File: config.mk
export PLATFORM = sky130hd
export DESIGN_NAME = cblrr_lane
export DESIGN_NICKNAME = d
export VERILOG_FILES = /design/src/hw/rtl/conv_bias_lrelu_requant_residual_top_defines.svh /design/src/hw/rtl/cblrr_pkg.sv /design/src/hw/rtl/cblrr_lane.sv
export SDC_FILE = /design/constraint.sdc
export NUM_CORES = 2
export LEC_CHECK = 0
export BUFFER_PORTS_ARGS = -buffer_cell sky130_fd_sc_hd__buf_2
export CAP_MARGIN = 0
export CORE_MARGIN = 4
export CORE_UTILIZATION = 45
export CTS_CLUSTER_DIAMETER = 150
export CTS_CLUSTER_SIZE = 12
export DETAILED_ROUTE_END_ITERATION = 8
export HOLD_SLACK_MARGIN = 0.15
export PLACE_DENSITY_LB_ADDON = 0.12
export SLEW_MARGIN = 20
export SYNTH_ARGS = -nofsm -noshare
export SYNTH_HDL_FRONTEND = slang
export SYNTH_SLANG_ARGS = --single-unit
File: constraint.sdc
create_clock -name clk -period 5.65 [get_ports clk]
set_clock_uncertainty 0.1 [all_clocks]
set_input_delay 0.565 -clock clk [delete_from_list [all_inputs] [get_ports clk]]
set_output_delay 0.565 -clock clk [all_outputs]
set_load 0.005 [all_outputs]
File: src/hw/rtl/conv_bias_lrelu_requant_residual_top_defines.svh
// assertion macros for the post-convolution requantise block
// expects a clock named clk and an active-high reset named rst in the including scope
`ifndef CONV_BIAS_LRELU_REQUANT_RESIDUAL_TOP_DEFINES_SVH
`define CONV_BIAS_LRELU_REQUANT_RESIDUAL_TOP_DEFINES_SVH

// same-cycle implication
`define CBLRR_ASSERT_NOW(label, ante, cons, msg) \
  label: assert property (@(posedge clk) disable iff (rst) (ante) |-> (cons)) \
    else $error(msg);

// next-cycle implication
`define CBLRR_ASSERT_NEXT(label, ante, cons, msg) \
  label: assert property (@(posedge clk) disable iff (rst) (ante) |=> (cons)) \
    else $error(msg);

`endif

File: src/hw/rtl/cblrr_pkg.sv
// shared types and constants for the post-convolution requantise block
// no dependencies
`timescale 1ns / 1ps

package cblrr_pkg;

  localparam int LANES      = 4;
  localparam int BIAS_DEPTH = 512;
  localparam int BIAS_AW    = 9;
  localparam int CNT_W      = 10;
  localparam int ADDR_W     = 4;

  typedef enum logic [1:0] {
    OP_BIAS    = 2'd0,
    OP_RESTART = 2'd1,
    OP_PROC    = 2'd2
  } op_t;

  typedef enum logic [1:0] {
    REG_CHANNEL_COUNT   = 2'd0,
    REG_REQUANT_SHIFT   = 2'd1,
    REG_LANE_MODE       = 2'd2,
    REG_RESIDUAL_ENABLE = 2'd3
  } reg_idx_t;

  typedef enum logic {
    ST_RUN,
    ST_REDUCE
  } ctl_state_t;

  // per-lane pipeline controls, shared by all lanes
  typedef struct packed {
    logic                      bias_we;
    logic [BIAS_AW-1:0]        bias_waddr;
    logic signed [7:0]         bias_wdata;
    logic                      load_s1;
    logic                      load_s2;
    logic                      load_out;
    logic [4:0]                shift;
    logic                      res_en;
  } lane_ctrl_t;

endpackage

File: src/hw/rtl/cblrr_lane.sv
// one lane: bias table copy, bias add, leaky relu, requantise shift, residual add
// depends on cblrr_pkg
`timescale 1ns / 1ps

module cblrr_lane (
  input  logic                              clk,
  input  cblrr_pkg::lane_ctrl_t             ctrl,
  input  logic [cblrr_pkg::BIAS_AW-1:0]     rd_addr,
  input  logic signed [31:0]                psum,
  input  logic signed [8:0]                 residual,
  output logic signed [7:0]                 pixel
);

  logic signed [7:0]  bias_mem [cblrr_pkg::BIAS_DEPTH];

  // stage 1
  logic signed [7:0]  bias_q;
  logic signed [31:0] psum_q;
  logic signed [8:0]  res_s1;
  // stage 2
  logic signed [31:0] act_q;
  logic signed [8:0]  res_s2;

  logic signed [31:0] sum;
  logic signed [35:0] prod;
  logic signed [35:0] prod_sh;
  logic signed [31:0] act;
  logic signed [31:0] shifted;
  logic signed [7:0]  sat_a;
  logic signed [9:0]  res_sum;
  logic signed [7:0]  pix;

  function automatic logic signed [7:0] sat8_32(input logic signed [31:0] v);
    logic signed [7:0] r;
    if (v > 32'sd127) begin
      r = 8'sh7f;
    end else if (v < -32'sd128) begin
      r = 8'sh80;
    end else begin
      r = v[7:0];
    end
    return r;
  endfunction

  function automatic logic signed [7:0] sat8_10(input logic signed [9:0] v);
    logic signed [7:0] r;
    if (v > 10'sd127) begin
      r = 8'sh7f;
    end else if (v < -10'sd128) begin
      r = 8'sh80;
    end else begin
      r = v[7:0];
    end
    return r;
  endfunction

  // bias table copy: one write port, one registered read port
  always_ff @(posedge clk) begin
    if (ctrl.bias_we) begin
      bias_mem[ctrl.bias_waddr] <= ctrl.bias_wdata;
    end
    if (ctrl.load_s1) begin
      bias_q <= bias_mem[rd_addr];
      psum_q <= psum;
      res_s1 <= residual;
    end
  end

  // bias add with 32-bit wrap, then for a negative sum x*13 as shifts and adds, floor by 128
  always_comb begin
    sum     = psum_q + 32'(bias_q);
    prod    = (36'(sum) <<< 3) + (36'(sum) <<< 2) + 36'(sum);
    prod_sh = prod >>> 7;
    act     = sum[31] ? prod_sh[31:0] : sum;
  end

  always_ff @(posedge clk) begin
    if (ctrl.load_s2) begin
      act_q  <= act;
      res_s2 <= res_s1;
    end
  end

  always_comb begin
    shifted = act_q >>> ctrl.shift;
    sat_a   = sat8_32(shifted);
    res_sum = 10'(sat_a) + 10'(res_s2);
    pix     = ctrl.res_en ? sat8_10(res_sum) : sat_a;
  end

  always_ff @(posedge clk) begin
    if (ctrl.load_out) begin
      pixel <= pix;
    end
  end

endmodule

Word-level counts from Yosys, hierarchy flattened
Memory sizes are Yosys's and may differ from the RTL's. A register that Yosys moved wholly into a read port is not among the register bits.
Cells that the tools add are included.
{ "word_totals": {"regBits": 90, "latch_bits": 0, "ramBits": 4096, "rom_bits": 0, "output_inout_bits": 8, "memories": 1} }
{ "op_classes": {"addsub": 4, "n_mul": 0, "n_div": 0, "magnitude_cmp": 4, "n_eq_ne": 0, "shifts": 1, "n_mux": 8, "bitwise": 0, "reduce_logical": 0} }
{ "mem_list": {"columns": ["name", "depth", "width", "rd", "rd_clocked_by_memory_dff", "write_ports", "line", "text"], "rows": [
  ["bias_mem", 512, 8, 1, 1, 1, "cblrr_lane.sv:14", "logic signed [7:0] bias_mem [cblrr_pkg::BIAS_DEPTH];"]
]} }
{ "ops": {"columns": ["op", "n"], "rows": [
  ["8-bit 2-to-1 mux", 5],
  ["35-bit by 34-bit adder with 36-bit output", 1],
  ["36-bit by 32-bit adder with 36-bit output", 1],
  ["32-bit by 8-bit adder with 32-bit output", 1],
  ["32-bit by 8-bit greater-than comparator with 1-bit output, second input constant", 1],
  ["32-bit by 8-bit less-than comparator with 1-bit output, second input constant", 1],
  ["32-bit by 5-bit >>> shifter with 32-bit output", 1],
  ["31-bit 2-to-1 mux", 1],
  ["8-bit by 9-bit adder with 10-bit output", 1],
  ["10-bit by 8-bit greater-than comparator with 1-bit output, second input constant", 1],
  ["10-bit by 8-bit less-than comparator with 1-bit output, second input constant", 1],
  ["1-bit 2-to-1 mux", 2]
]} }

Longest topological paths before layout
{ "logic_depth": {"word_depth": 9, "mapped_depth": 27} }

Worst setup path after synthesis
OpenSTA, ideal clock, no wires.
{ "synth_timing": {"path_kind": "reg2reg", "startpoint": "register bias_q[7] (read register of bias_mem)", "endpoint": "register act_q[26], data pin", "t_arrival_ns": 5.677, "path_slack_ns": -0.404, "stages_incl_launch_ff": 21, "path_buffers": 0, "cell_sequence": "edfxtp_1 -> ha_1 -> a21o_1 -> a21o_1 -> a221oi_1 -> o21ai_0 -> a21o_1 -> a21oi_1 -> xor2_1 -> fa_1 -> inv_1 -> ha_1 -> and4_1 -> a21o_1 -> a211o_1 -> a21oi_1 -> o21ai_0 -> o41ai_1 -> nor3_1 -> a311oi_1 -> mux2i_1"} }
{ "synth_via": {"elab_chain_len": 4} }
{ "synth_lines": {"columns": ["element", "line", "text"], "rows": [
  ["from (decl)", "cblrr_lane.sv:17", "logic signed [7:0] bias_q;"],
  ["32-bit by 8-bit adder with 32-bit output (*)", "cblrr_lane.sv:71", "sum = psum_q + 32'(bias_q);"],
  ["35-bit by 34-bit adder with 36-bit output", "cblrr_lane.sv:72", "prod = (36'(sum) <<< 3) + (36'(sum) <<< 2) + 36'(sum);"],
  ["36-bit by 32-bit adder with 36-bit output", "cblrr_lane.sv:72", null],
  ["31-bit 2-to-1 mux (*)", "cblrr_lane.sv:74", "act = sum[31] ? prod_sh[31:0] : sum;"],
  ["via act[26]", "cblrr_lane.sv:27", "logic signed [31:0] act;"],
  ["to (signal assigned)", "cblrr_lane.sv:79", "act_q <= act;"],
  ["to (decl)", "cblrr_lane.sv:21", "logic signed [31:0] act_q;"]
]} }
The timed path passes the listed nets; every way through them passes the cells marked *.
A chain may end at the register's enable or synchronous reset.

Final worst setup path
{ "layout_timing": {"startpoint": "register psum_q[0]", "endpoint": "register act_q[26], data pin"} }
{ "layout_via": {"elab_chain_len": 4} }
{ "layout_lines": {"columns": ["element", "line", "text"], "rows": [
  ["from (decl)", "cblrr_lane.sv:18", "logic signed [31:0] psum_q;"],
  ["from (signal assigned)", "cblrr_lane.sv:64", "psum_q <= psum;"],
  ["32-bit by 8-bit adder with 32-bit output (*)", "cblrr_lane.sv:71", null],
  ["35-bit by 34-bit adder with 36-bit output", "cblrr_lane.sv:72", null],
  ["36-bit by 32-bit adder with 36-bit output", "cblrr_lane.sv:72", null],
  ["31-bit 2-to-1 mux (*)", "cblrr_lane.sv:74", null],
  ["via act[26]", "cblrr_lane.sv:27", null]
]} }
Marked as above.

==> metrics <==
synthesized area per cell=~23 um^2; post-route ant nets=0; core area=369000 um^2; Hold Path Class=input port to register; Die Ht=617 um; Syn Nets=7556; Peak VDD IR=between 0.0003 and 0.0004 V; WP data arrival=6.01 ns; met3 Use GR=0.0312; Synth Warn #=0; CTS max path bufs=4; Worst-path clk slew=roughly 0.060 ns; CP required=~6.2 ns; Main synth FF type=edfxtp_1; GR Util met2=0.350; Synth top area share=0.754; HPWL Detailed=between 200000 and 300000 um; Period Utilization, post-route=0.964; largest net degree at the start of global routing=177; Tot Pwr=68000 uW; share of cells above drive strength 1=0.300; Slew headroom=0.190; power per cell area=around 360 nW/um^2; reported max-cap violation count=0; Std-Cell Rows=around 220; DR vias=just under 80000; vias per cell=6.03; FILL cells=around 29000; vias in the first global route=between 70000 and 80000; DIE AREA=between 300000 and 400000 um^2; final number of setup-violating endpoints=0; leakage=between 0.05 and 0.06 uW; drt total wl=approximately 420000 um; Post-Syn Instances=between 7000 and 8000; CP endpoint kind=register; routed len/inst=32.7 um; worst-path maximum fanout=5; area delta synth->final=12.1%; drt pass-1 iters=7; busiest grt layer=met2; # DRC=0; I/O Pins=86; Global Route Usage Sum=0.220; #FFs+latches synth=4194; CTS tree=done; post-route design area=~190000 um^2; Post-Syn Area=between 150000 and 200000 um^2; post-synth cell types=65; Post-synth ARST share=0; Peak Freq=approximately 0.18 GHz; initial drt markers=8382; CP startpoint kind=register; GPL Wtd Cong=0.816; later-pin clock latency in the skew report=between 0.9 and 1 ns; count of input and output buffers=between 80 and 90; grt met1 use=0.329; status=completed; GR Overflow Total=0; final hold vios=0; initial antenna violation count=27; Synth area leader=edfxtp_1; CTS Buf Count=388; Pins Over Slew Limit=0; dpl cell area=176000 um^2; Sinks on Clock Net=roughly 4200; min cycle time layout=approximately 5.4 ns; most frequent cell after synthesis=edfxtp_1; Worst-Margin Slew=1.22 ns; htree depth=5; top post-synthesis cells by area=edfxtp_1, mux4_2, nor2_1, clkbuf_1, ha_1; CTS root buf=clkbuf_16; CP Class=register to register; starting density of the core=0.452; sequential element share of the synthesized area=0.754; Commonest cells post-synth=edfxtp_1, mux4_2, nor2_1; Die W=617 um; nets@finish=8026; Post-synth EDFFs=4194; first-pass GRT wire length=about 600000 um; RSZ-0062 raised after global routing=true
[logic make-up after synthesis]
kind of cell,Yosys count,synth area share
AO/OA/AOI/OAI,239,0.00921
XOR/XNOR,55,0.00289
adder cells (fa/ha/maj),102,0.00908
buffers and inverters,504,0.0120
flip-flops,4194,0.754
multiplexers,1467,0.193
AND/OR/NAND/NOR,815,0.0199
[cell usage in the layout (no fill, tap or decap), types with 16 or more instances in the layout]
cell / n
nor2_1: 577
mux4_2: 1395
diode_2: 16
mux2i_1: 54
o21ai_0: 46
a21o_1: 30
buf_4: 277
a21oi_1: 65
xnor2_1: 24
fa_1: 31
clkbuf_16: 393
edfxtp_1: 4194
nand2_1: 114
nor3_1: 16
xor2_1: 26
dlygate4sd3_1: 58
inv_1: 79
buf_2: 71
ha_1: 57
buf_12: 84
mux2_2: 18
[stage by stage]
step | worst slack, ns | hold slack (ns) | TNS [ns] | std cells | utilization
after floorplan | 0.00579 | 0.300 | 0 | 7376 | -
after global routing | -0.0522 | 0.183 | -0.0984 | 12800 | 0.507
final | 0.205 | 0.233 | 0 | 12800 | 0.507
after detailed placement | -0.238 | 0.308 | -2.02 | 12300 | 0.477
after global placement | -0.198 | 0.310 | -0.585 | 12300 | 0.477
after CTS | 0.0366 | 0.151 | 0 | 12800 | 0.506
[power by group]
group / switching, uW / internal, uW
Combinational: 5390 / 4720
Sequential: 179 / 34600
Clock: 10800 / 12300
Total: 16400 / 51600
[registers in the layout (all words and copies together), names as in the netlist]
register / cells
act_q: 32
bias_mem: 4096
bias_q: 8
pixel: 8
psum_q: 32
res_s1: 9
res_s2: 9
[timing repair]
item | CTS | global route
endpoints found under the hold margin | 662 | 0
buffers inserted | 3 | 12
hold buffers | 58 | 0
gates resized for setup | 10 | 41
pin swaps | 3 | 34
endpoints found under the setup margin | 5 | 15
[final cells by class]
cell class | instances | area (um^2) | area share
Antenna cell | 16 | 40.0 | 0.000214
Clock buffer | 394 | 9840 | 0.0526
Clock inverter | 24 | 357 | 0.00191
Inverter | 82 | 308 | 0.00165
Multi-Input combinational cell | 2678 | 39600 | 0.211
Sequential cell | 4194 | 126000 | 0.673
Tap cell | 4950 | 6190 | 0.0331
Timing Repair Buffer | 502 | 4870 | 0.0260
[metal layers]
metal / share of wire / vias up
li1: - / 31900
met1: 0.43 / 42600
met2: 0.49 / 2590
met3: 0.063 / 454
met4: 0.019 / 0
met5: 0 / -
[final timing paths]
path | slack (ns) | start | cells past startpoint | to
max | 0.20 | psum_q[0] | 27 | act_q[26]
min | 0.23 | ctrl[7] | 1 | res_s2[4]
max reg2reg | 0.20 | psum_q[0] | 27 | act_q[26]
min reg2reg | 0.32 | res_s1[6] | 0 | res_s2[6]
[worst max-delay path, stage by stage, from the launching register on]
cell and delay, ns:
edfxtp_1 0.37, ha_2 0.20, buf_4 0.13, fa_2 0.33, a21o_1 0.17, a21oi_2 0.17, o21ai_2 0.09, a221oi_2 0.22
buf_4 0.17, o21ai_4 0.09, a2111oi_4 0.35, buf_4 0.16, o21bai_1 0.07, a21oi_1 0.16, xor2_1 0.09, buf_4 0.16
buf_4 0.14, fa_1 0.40, inv_2 0.09, ha_4 0.21, a21o_1 0.22, a21oi_2 0.17, o21ai_2 0.09, o41ai_2 0.20
buf_4 0.18, nor3_1 0.05, a311oi_1 0.23, mux2i_1 0.12
No activity file was read; power rests on OpenSTA's default activity.
